[config.mk]
export PLATFORM = sky130hd
export DESIGN_NAME = combination_rank_flat
export DESIGN_NICKNAME = d
export VERILOG_FILES = /design/src/hw/rtl/cr_pkg.sv /design/src/hw/rtl/cr_if.sv /design/src/hw/rtl/combination_rank.sv /design/src/hw/rtl/cr_sequencer.sv /design/src/hw/rtl/cr_datapath.sv /design/src/flat_wrapper.sv
export SDC_FILE = /design/constraint.sdc
export NUM_CORES = 1
export LEC_CHECK = 0
export BUFFER_PORTS_ARGS = -buffer_cell sky130_fd_sc_hd__clkbuf_2
export CAP_MARGIN = 5
export CORE_MARGIN = 1.5
export CORE_UTILIZATION = 49
export CTS_CLUSTER_DIAMETER = 100
export DETAILED_ROUTE_END_ITERATION = 10
export PLACE_DENSITY = 0.64
export REMOVE_ABC_BUFFERS = 1
export SYNTH_ARGS = -nofsm -noshare
export SYNTH_HDL_FRONTEND = slang
export SYNTH_SLANG_ARGS = --single-unit
[constraint.sdc]
create_clock -name clk -period 4.15 [get_ports clk]
set_input_delay 0.83 -clock clk [delete_from_list [all_inputs] [get_ports clk]]
set_output_delay 0.83 -clock clk [all_outputs]
set_load 0.005 [all_outputs]
[src/hw/rtl/cr_pkg.sv]
`timescale 1ns / 1ps
`default_nettype none

package cr_pkg;

    localparam int POS_W      = 6;
    localparam int N_W        = 7;
    localparam int T_W        = 3;
    localparam int SUB_W      = T_W + 1;
    localparam int RANK_W     = 27;
    localparam int CFG_IDX_W  = 1;
    localparam int CFG_DATA_W = 7;

    localparam int MAX_POSITIONS_DEF = 64;
    localparam int MAX_SUBSET_DEF    = 6;

    localparam logic [N_W-1:0] PARAM_COUNT_RST = 7'd64;
    localparam logic [T_W-1:0] SUBSET_SIZE_RST = 3'd2;

    typedef enum logic [CFG_IDX_W-1:0] {
        REG_PARAM_COUNT = 1'b0,
        REG_SUBSET_SIZE = 1'b1
    } cr_reg_e;

    typedef enum logic [1:0] {
        STEP_WAIT,
        STEP_LOOP,
        STEP_FINISH,
        STEP_EMIT
    } cr_step_e;

    typedef enum logic [1:0] {
        COND_ITEM_VALID,
        COND_LOOP_DONE,
        COND_LAST,
        COND_OUT_FREE
    } cr_cond_e;

    typedef struct packed {
        logic     accept;
        logic     loop;
        logic     finish;
        logic     emit;
        cr_cond_e cond;
        cr_step_e on_true;
        cr_step_e on_false;
    } cr_uword_t;

    typedef struct packed {
        logic item_valid;
        logic loop_done;
        logic last;
        logic out_free;
    } cr_flags_t;

    typedef struct packed {
        logic accept;
        logic loop;
        logic finish;
        logic emit;
        logic cond_met;
    } cr_ctrl_t;

    // Width that holds n itself and every position.
    function automatic int cr_num_w(int max_pos);
        return ($clog2(max_pos + 1) > POS_W) ? $clog2(max_pos + 1) : POS_W + 1;
    endfunction

    function automatic int cr_lane_w(int max_subset);
        return ($clog2(max_subset) > 0) ? $clog2(max_subset) : 1;
    endfunction

    // The control program: one word per step.
    function automatic cr_uword_t cr_ucode(cr_step_e step);
        cr_uword_t w;
        unique case (step)
            STEP_WAIT:   w = '{accept: 1'b1, loop: 1'b0, finish: 1'b0, emit: 1'b0,
                               cond: COND_ITEM_VALID, on_true: STEP_LOOP,
                               on_false: STEP_WAIT};
            STEP_LOOP:   w = '{accept: 1'b0, loop: 1'b1, finish: 1'b0, emit: 1'b0,
                               cond: COND_LOOP_DONE, on_true: STEP_FINISH,
                               on_false: STEP_LOOP};
            STEP_FINISH: w = '{accept: 1'b0, loop: 1'b0, finish: 1'b1, emit: 1'b0,
                               cond: COND_LAST, on_true: STEP_EMIT,
                               on_false: STEP_WAIT};
            STEP_EMIT:   w = '{accept: 1'b0, loop: 1'b0, finish: 1'b0, emit: 1'b1,
                               cond: COND_OUT_FREE, on_true: STEP_WAIT,
                               on_false: STEP_EMIT};
            default:     w = '{accept: 1'b1, loop: 1'b0, finish: 1'b0, emit: 1'b0,
                               cond: COND_ITEM_VALID, on_true: STEP_LOOP,
                               on_false: STEP_WAIT};
        endcase
        return w;
    endfunction

endpackage

`default_nettype wire

[src/hw/rtl/cr_if.sv]
`timescale 1ns / 1ps
`default_nettype none

interface cr_item_if import cr_pkg::*; ();
    logic             valid;
    logic             ready;
    logic [POS_W-1:0] position;

    modport source (output valid, output position, input ready);
    modport sink (input valid, input position, output ready);
endinterface

interface cr_result_if import cr_pkg::*; ();
    logic              valid;
    logic              ready;
    logic [RANK_W-1:0] rank;
    logic              order_error;

    modport source (output valid, output rank, output order_error, input ready);
    modport sink (input valid, input rank, input order_error, output ready);
endinterface

interface cr_cfg_if import cr_pkg::*; ();
    logic                  valid;
    logic                  ready;
    logic [CFG_IDX_W-1:0]  index;
    logic [CFG_DATA_W-1:0] data;

    modport source (output valid, output index, output data, input ready);
    modport sink (input valid, input index, input data, output ready);
endinterface

`default_nettype wire

[src/hw/rtl/combination_rank.sv]
// Lexicographic rank of a t-subset of the positions 0..n-1.
// The cfg channel writes n (index 0) and t (index 1); it is always ready; the
// user is to write it only while the block is idle, which the block itself
// does not enforce. The item channel carries one position per transfer, in
// ascending order; the t-th position of a subset completes it, and one
// transfer on the result channel then carries the rank and the order_error
// flag (rank reads 0 when the flag is set).
// A small control program steps a datapath that builds one row of Pascal's
// triangle per cycle. Each position walks b + 1 rows (b is n - 1 for the
// first element and at most n - 2 after; a position out of order walks one
// row), and a subset's last position then also loads the output register.
// The next position is accepted as soon as the previous one is done, while a
// result still waits in the output register. If the receiver stalls with a
// result pending, the next subset is still worked on, and only its
// completion waits for the register to drain.
// Reset clears the partial subset, the error flag and the output valid flag
// and sets n to 64 and t to 2.
`timescale 1ns / 1ps
`default_nettype none

module combination_rank import cr_pkg::*; #(
    parameter int MAX_POSITIONS = MAX_POSITIONS_DEF,
    parameter int MAX_SUBSET    = MAX_SUBSET_DEF
) (
    input  wire logic   clk,
    input  wire logic   rst_n,
    cr_cfg_if.sink      cfg,
    cr_item_if.sink     item,
    cr_result_if.source result
);

    localparam int NW = cr_num_w(MAX_POSITIONS);
    localparam logic [N_W:0]     MAX_N_WIDE = (N_W + 1)'(MAX_POSITIONS);
    localparam logic [SUB_W-1:0] MAX_T      = SUB_W'(MAX_SUBSET);

    logic [N_W-1:0]   param_count_reg, param_count_next;
    logic [T_W-1:0]   subset_size_reg, subset_size_next;
    logic [NW-1:0]    n_eff;
    logic [SUB_W-1:0] t_eff;
    cr_flags_t        flags;
    cr_ctrl_t         ctrl;

    assign cfg.ready = 1'b1;

    always_comb
    begin
        param_count_next = param_count_reg;
        subset_size_next = subset_size_reg;
        if (cfg.valid)
        begin
            unique case (cr_reg_e'(cfg.index))
                REG_PARAM_COUNT: param_count_next = cfg.data[N_W-1:0];
                REG_SUBSET_SIZE: subset_size_next = cfg.data[T_W-1:0];
                default: ;
            endcase
        end
    end

    always_ff @(posedge clk or negedge rst_n)
    begin
        if (!rst_n)
        begin
            param_count_reg <= PARAM_COUNT_RST;
            subset_size_reg <= SUBSET_SIZE_RST;
        end
        else
        begin
            param_count_reg <= param_count_next;
            subset_size_reg <= subset_size_next;
        end
    end

    always_comb
    begin
        if ((N_W + 1)'(param_count_reg) > MAX_N_WIDE)
        begin
            n_eff = NW'(MAX_POSITIONS);
        end
        else
        begin
            n_eff = NW'(param_count_reg);
        end

        if (subset_size_reg == '0)
        begin
            t_eff = SUB_W'(1);
        end
        else if (SUB_W'(subset_size_reg) > MAX_T)
        begin
            t_eff = MAX_T;
        end
        else
        begin
            t_eff = SUB_W'(subset_size_reg);
        end
    end

    cr_sequencer u_sequencer (
        .clk   (clk),
        .rst_n (rst_n),
        .flags (flags),
        .ctrl  (ctrl)
    );

    cr_datapath #(
        .MAX_POSITIONS (MAX_POSITIONS),
        .MAX_SUBSET    (MAX_SUBSET)
    ) u_datapath (
        .clk    (clk),
        .rst_n  (rst_n),
        .n_eff  (n_eff),
        .t_eff  (t_eff),
        .ctrl   (ctrl),
        .flags  (flags),
        .item   (item),
        .result (result)
    );

endmodule

`default_nettype wire

[src/hw/rtl/cr_sequencer.sv]
`timescale 1ns / 1ps
`default_nettype none

module cr_sequencer import cr_pkg::*; (
    input  wire logic      clk,
    input  wire logic      rst_n,
    input  wire cr_flags_t flags,
    output cr_ctrl_t       ctrl
);

    cr_step_e  step_reg;
    cr_step_e  step_next;
    cr_uword_t uword;
    logic      cond_met;

    assign uword = cr_ucode(step_reg);

    always_comb
    begin
        unique case (uword.cond)
            COND_ITEM_VALID: cond_met = flags.item_valid;
            COND_LOOP_DONE:  cond_met = flags.loop_done;
            COND_LAST:       cond_met = flags.last;
            COND_OUT_FREE:   cond_met = flags.out_free;
            default:         cond_met = 1'b0;
        endcase
    end

    always_comb
    begin
        step_next = cond_met ? uword.on_true : uword.on_false;
    end

    always_comb
    begin
        ctrl.accept   = uword.accept;
        ctrl.loop     = uword.loop;
        ctrl.finish   = uword.finish;
        ctrl.emit     = uword.emit;
        ctrl.cond_met = cond_met;
    end

    always_ff @(posedge clk or negedge rst_n)
    begin
        if (!rst_n)
        begin
            step_reg <= STEP_WAIT;
        end
        else
        begin
            step_reg <= step_next;
        end
    end

endmodule

`default_nettype wire

[src/hw/rtl/cr_datapath.sv]
`timescale 1ns / 1ps
`default_nettype none

module cr_datapath import cr_pkg::*; #(
    parameter int MAX_POSITIONS = MAX_POSITIONS_DEF,
    parameter int MAX_SUBSET    = MAX_SUBSET_DEF,
    localparam int NW = cr_num_w(MAX_POSITIONS)
) (
    input  wire logic            clk,
    input  wire logic            rst_n,
    input  wire logic [NW-1:0]   n_eff,
    input  wire logic [SUB_W-1:0] t_eff,
    input  wire cr_ctrl_t        ctrl,
    output cr_flags_t            flags,
    cr_item_if.sink              item,
    cr_result_if.source          result
);

    localparam int LW = cr_lane_w(MAX_SUBSET);

    logic [POS_W-1:0]  prev_reg, prev_next;
    logic [T_W-1:0]    count_reg, count_next;
    logic [RANK_W-1:0] rank_reg, rank_next;
    logic              err_reg, err_next;
    logic              out_valid_reg, out_valid_next;

    logic [POS_W-1:0]  pos_reg, pos_next;
    logic [T_W-1:0]    count_plus_reg, count_plus_next;
    logic              bad_reg, bad_next;
    logic              last_reg, last_next;
    logic [NW-1:0]     hi_reg, hi_next;
    logic [NW-1:0]     lo_reg, lo_next;
    logic [NW-1:0]     x_reg, x_next;
    logic [LW-1:0]     m_reg, m_next;
    logic [RANK_W-1:0] row_reg [MAX_SUBSET];
    logic [RANK_W-1:0] row_next [MAX_SUBSET];
    logic [RANK_W-1:0] out_rank_reg, out_rank_next;
    logic              out_err_reg, out_err_next;

    logic [NW-1:0]    pos_ext;
    logic [NW-1:0]    prev_ext;
    logic [SUB_W-1:0] c_ext;
    logic [SUB_W-1:0] c_cl;
    logic             first;
    logic             bad;
    logic             take;
    logic             emit_fire;

    assign take      = ctrl.accept && item.valid;
    assign emit_fire = ctrl.emit && ctrl.cond_met;

    assign pos_ext  = NW'(item.position);
    assign prev_ext = NW'(prev_reg);
    assign c_ext    = SUB_W'(count_reg);
    assign c_cl     = (c_ext >= t_eff) ? t_eff - SUB_W'(1) : c_ext;
    assign first    = (c_cl == '0);
    assign bad      = (pos_ext >= n_eff) || (!first && (item.position <= prev_reg));

    assign item.ready         = ctrl.accept;
    assign result.valid       = out_valid_reg;
    assign result.rank        = out_rank_reg;
    assign result.order_error = out_err_reg;

    always_comb
    begin
        flags.item_valid = item.valid;
        flags.loop_done  = bad_reg || (x_reg == hi_reg);
        flags.last       = last_reg;
        flags.out_free   = !out_valid_reg || result.ready;
    end

    always_comb
    begin
        prev_next       = prev_reg;
        count_next      = count_reg;
        rank_next       = rank_reg;
        err_next        = err_reg;
        out_valid_next  = out_valid_reg;
        pos_next        = pos_reg;
        count_plus_next = count_plus_reg;
        bad_next        = bad_reg;
        last_next       = last_reg;
        hi_next         = hi_reg;
        lo_next         = lo_reg;
        x_next          = x_reg;
        m_next          = m_reg;
        row_next        = row_reg;
        out_rank_next   = out_rank_reg;
        out_err_next    = out_err_reg;

        if (result.ready)
        begin
            out_valid_next = 1'b0;
        end

        if (take)
        begin
            pos_next        = item.position;
            count_plus_next = T_W'(c_cl + SUB_W'(1));
            bad_next        = bad;
            last_next       = ((c_cl + SUB_W'(1)) >= t_eff);
            hi_next         = first ? n_eff - NW'(1) : n_eff - prev_ext - NW'(2);
            lo_next         = n_eff - pos_ext;
            m_next          = LW'(t_eff - c_cl - SUB_W'(1));
            err_next        = err_reg || bad;
            x_next          = '0;
            row_next[0]     = RANK_W'(1);
            for (int i = 1; i < MAX_SUBSET; i++)
            begin
                row_next[i] = '0;
            end
        end

        // One row of Pascal's triangle per cycle; the entry of order m is
        // added once x has entered the gap.
        if (ctrl.loop)
        begin
            if (!bad_reg && (x_reg >= lo_reg))
            begin
                rank_next = rank_reg + row_reg[m_reg];
            end
            x_next      = x_reg + NW'(1);
            row_next[0] = RANK_W'(1);
            for (int i = 1; i < MAX_SUBSET; i++)
            begin
                row_next[i] = row_reg[i] + row_reg[i-1];
            end
        end

        if (ctrl.finish && !last_reg)
        begin
            count_next = count_plus_reg;
            prev_next  = pos_reg;
        end

        if (emit_fire)
        begin
            out_valid_next = 1'b1;
            out_rank_next  = err_reg ? '0 : rank_reg;
            out_err_next   = err_reg;
            prev_next      = '0;
            count_next     = '0;
            rank_next      = '0;
            err_next       = 1'b0;
        end
    end

    always_ff @(posedge clk or negedge rst_n)
    begin
        if (!rst_n)
        begin
            prev_reg      <= '0;
            count_reg     <= '0;
            rank_reg      <= '0;
            err_reg       <= 1'b0;
            out_valid_reg <= 1'b0;
        end
        else
        begin
            prev_reg      <= prev_next;
            count_reg     <= count_next;
            rank_reg      <= rank_next;
            err_reg       <= err_next;
            out_valid_reg <= out_valid_next;
        end
    end

    always_ff @(posedge clk)
    begin
        pos_reg        <= pos_next;
        count_plus_reg <= count_plus_next;
        bad_reg        <= bad_next;
        last_reg       <= last_next;
        hi_reg         <= hi_next;
        lo_reg         <= lo_next;
        x_reg          <= x_next;
        m_reg          <= m_next;
        row_reg        <= row_next;
        out_rank_reg   <= out_rank_next;
        out_err_reg    <= out_err_next;
    end

endmodule

`default_nettype wire

[src/flat_wrapper.sv]
// flat-port wrapper written by rule: the top's interface ports become plain ports
module combination_rank_flat import cr_pkg::*;
#(
    parameter int MAX_POSITIONS = MAX_POSITIONS_DEF,
    parameter int MAX_SUBSET    = MAX_SUBSET_DEF
)
  (clk, rst_n, cfg_valid, cfg_index, cfg_data, cfg_ready, item_valid, item_position, item_ready, result_valid, result_rank, result_order_error, result_ready);
  cr_cfg_if cfg_i ();
  cr_item_if item_i ();
  cr_result_if result_i ();
  input  wire logic clk;
  input  wire logic rst_n;
  input wire logic [$bits(cfg_i.valid)-1:0] cfg_valid;
  input wire logic [$bits(cfg_i.index)-1:0] cfg_index;
  input wire logic [$bits(cfg_i.data)-1:0] cfg_data;
  output wire logic [$bits(cfg_i.ready)-1:0] cfg_ready;
  input wire logic [$bits(item_i.valid)-1:0] item_valid;
  input wire logic [$bits(item_i.position)-1:0] item_position;
  output wire logic [$bits(item_i.ready)-1:0] item_ready;
  output wire logic [$bits(result_i.valid)-1:0] result_valid;
  output wire logic [$bits(result_i.rank)-1:0] result_rank;
  output wire logic [$bits(result_i.order_error)-1:0] result_order_error;
  input wire logic [$bits(result_i.ready)-1:0] result_ready;
  assign cfg_i.valid = cfg_valid;
  assign cfg_i.index = cfg_index;
  assign cfg_i.data = cfg_data;
  assign cfg_ready = cfg_i.ready;
  assign item_i.valid = item_valid;
  assign item_i.position = item_position;
  assign item_ready = item_i.ready;
  assign result_valid = result_i.valid;
  assign result_rank = result_i.rank;
  assign result_order_error = result_i.order_error;
  assign result_i.ready = result_ready;
  combination_rank #(.MAX_POSITIONS(MAX_POSITIONS), .MAX_SUBSET(MAX_SUBSET)) u_core (.clk(clk), .rst_n(rst_n), .cfg(cfg_i), .item(item_i), .result(result_i));
endmodule
==> impl_results.md <==
- Routed wire per std cell: 18.42 um
- Compound-Gate Fraction of Synth Area: 17.76%
- Most used DFF post-synth: edfxtp_1
- Share of cells above drive strength 1: 8.698%
- R2r endpoint: u_core.u_datapath.rank_reg[25]
- DIE AREA: 39,220 sq um
- Post-synth top area share: 31.90%
- Critical path destination: u_core.u_datapath.rank_reg[25]
- Post-Synth Adder-Cell Area: 12.88%
- Die height: 198.0 um
- Initial antenna violation count: 0
- Clk root buf: clkbuf_16
- Max cap viols: 0
- Drt first pass iters: 5
- HP Class: in2async
- Most common cell on crit path: a21o_1
- CP startpoint kind: register
- Met2 usage: 41.13%
- Path depth of the worst reg2reg path: 13
- Seq/Total Area, Yosys: 38.63%
- Fin. max-slew vios: 0
- Post-CTS Resized: 0
- CP max stage cell: or4_1
- Synth Area in Simple Gates: 15.32%
- Max reg flops: 135
- Pin count of the biggest net entering global routing: 96
- CORE AREA: 37,580 sq um
- Mapped Avg Cell Area: 9.554 sq um
- Clk_skew: 0.01874 ns
- RSZ-0062 raised after global routing: false
- H-tree depth: 1
- #FFs+latches synth: 248
- Crit end category: register
- ANT nets after route: 0
- Global-route wire length before repair: 74,710 um
- Grt met1 use: 31.03%
- # diodes: 0
- Worst EP arrival: 4.22 ns
- Finished Cell Area: 20,390 sq um
- Vias in the first global route: 14.29k
- Max FO, Critical Path: 53
- Area after DPL: 19,400 sq um
- Total Wirelength: 46,040 um
- XOR/XNOR share of the synthesized area: 6.666%
- DP Wirelength: 34,140 um
- Clk_lat worst skew: 0.57 ns
- Initial DRC Count: 768
- Area delta synth->final: 9.371%
- Post-synthesis cell area: 18,640 sq um
- Grt ovf: 0
- Clk slew on worst S/H paths: 0.06 ns
- Crit-path cells: buf_12 -> mux2i_1 -> o22a_1 -> inv_1 -> ha_1 -> a21o_1 -> and4_1 -> o211a_1 -> or2_4 -> a21o_1 -> o31ai_2 -> nor4_1 -> or4_1
- Clock Sinks: 248
- Setup Fix Bufs, Post-CTS: 0
- Post-route DRC violation count: 0
- Final Cycle Share: 91.20%
- GR Util All Layers: 23.83%
- Fmax: 264.2 MHz
- Starting Density: 49.60%
- Vias post-DR: 14.60k
- CP peak stage delay: 0.51 ns
- Synth cell count leaders: 198 x edfxtp_1, 198 x nor2_1, 179 x ha_1
- I/O pin cnt: 50
- Final setup viols: 0
- Yosys warns: 0
- Post-synth cell types: 88
- # rows: 71
- Final hold viol count: 0
- Largest family of logic cells by synthesized area: compound AO/OA/AOI/OAI gates
- Largest area contributor in the netlist: edfxtp_1
- Post-DR vias/cell: 5.841
- Worst slew margin: 23.38%
- Final TNS setup: 0 ns
- Most Crowded Layer GR: met2
- R2r setup slk: 0.37 ns
- Share of synthesized registers carrying an async set or reset: 20.16%
- GR Util met3: 3.032%
- Multiplexer area fraction after synthesis: 4.967%
- Synthesized instance count: 1,951
- Final #Nets: 2,173
- Status: finished clean
- Die W: 198.0 um
- Critical Path Start: u_core.u_datapath.m_reg[0]
- Crit Reg-Reg Startpoint: u_core.u_datapath.m_reg[0]
- Routability cong.: 0.9121
- Critical path required time: 4.59 ns
- Clock Path Buffers: 3
- # hold bufs at CTS: 0
- Slew @ Worst Pin: 1.148 ns
- Number of synthesized flops with an enable pin: 198
- Largest cells by area after synthesis: edfxtp_1 32%, ha_1 12%, dfrtp_1 6.4%
- Min Tclk post-route: 3.785 ns
- Input/output buffers: 48
- CTS tree: done
- CP Class: reg2reg
- CTS Buf Count: 29
[critical path: cells and delay by family, from the launching register on]
kind | cells | cell delay (ns)
and+or+nand+nor | 4 | 1.08
buffers and inverters | 2 | 0.37
muxes | 1 | 0.23
AOI/OAI and AO/OA | 5 | 1.25
DFF | 1 | 0.48
adders and majority gates | 1 | 0.27
[cells in the final DEF (no fill, tap or decap), types with 19 or more instances in the layout]
cell,Yosys,layout
edfxtp_1,198,198
nor2_1,198,198
dfrtp_1,48,48
mux2i_1,52,52
nand2b_1,30,30
a21oi_1,144,144
xnor2_1,77,77
mux2_2,35,35
a211oi_1,22,22
nand3_1,42,42
clkbuf_2,0,48
nor3_1,31,31
nand4_1,31,31
o21ai_0,86,86
ha_1,179,179
o21a_1,19,19
nor2b_1,46,46
clkbuf_16,0,32
a22oi_1,25,25
o22ai_1,26,26
xor2_1,63,63
inv_1,104,103
nand2_1,124,123
a31oi_1,19,19
a21o_1,67,67
[routing by layer]
| metal | up-vias | wire length [um] |
|---|---|---|
| met2 | 321 | 22230 |
| li1 | 7219 | - |
| met5 | - | 0 |
| met1 | 6973 | 20670 |
| met3 | 90 | 1663 |
| met4 | 0 | 1469 |
[cell families (layout without fill, tap and decap cells)]
| family | Yosys count | after routing |
|---|---|---|
| AND/OR/NAND/NOR | 590 | 590 |
| AO/OA/AOI/OAI | 513 | 513 |
| flip-flops | 248 | 248 |
| adder cells (fa/ha/maj) | 187 | 187 |
| buffers and inverters | 183 | 221 |
| XOR/XNOR | 141 | 141 |
| multiplexers | 88 | 88 |
| other | 1 | 1 |
[how the worst min path moves through the flow]
stage | startpoint | end | slack (ns) | cells after the start
final | rst_n | u_core.u_datapath.prev_reg[1] | 0.38 | 1
after global routing | rst_n | u_core.u_datapath.prev_reg[1] | 0.42 | 1
after CTS | rst_n | u_core.u_datapath.prev_reg[2] | 0.39 | 1
after detailed placement | u_core.u_datapath.pos_reg[5] | u_core.u_datapath.prev_reg[5] | 0.50 | 2
after global placement | u_core.u_datapath.pos_reg[1] | u_core.u_datapath.prev_reg[1] | 0.49 | 2
after floorplan | u_core.u_datapath.rank_reg[20] | u_core.u_datapath.rank_reg[20] | 0.47 | 2
[final cells by class]
type | instances | area, sq um
multi-input cells | 1520 | 10750
clock buffers | 47 | 927.1
flip-flops and latches | 248 | 7199
repair buffers | 63 | 415.4
fillers | 3402 | 17190
well taps | 511 | 639.4
inverters | 105 | 397.9
clock inverters | 6 | 55.05
[metrics by stage]
stage          util, %  instances  hold WS [ns]  setup WS (ns)
2_1_floorplan        -       1873        0.4702        -0.8775
3_3_place_gp     51.64       2447        0.4873         0.4097
3_5_place_dp     51.64       2447        0.4959         0.3685
4_1_cts          54.25       2500        0.3913         0.3570
5_1_grt          54.25       2500        0.4235         0.1064
6_report         54.25       2500        0.3808         0.3651
Power is not shown: default switching activity piles up to over one toggle a cycle in this logic, so the estimate is an artifact.
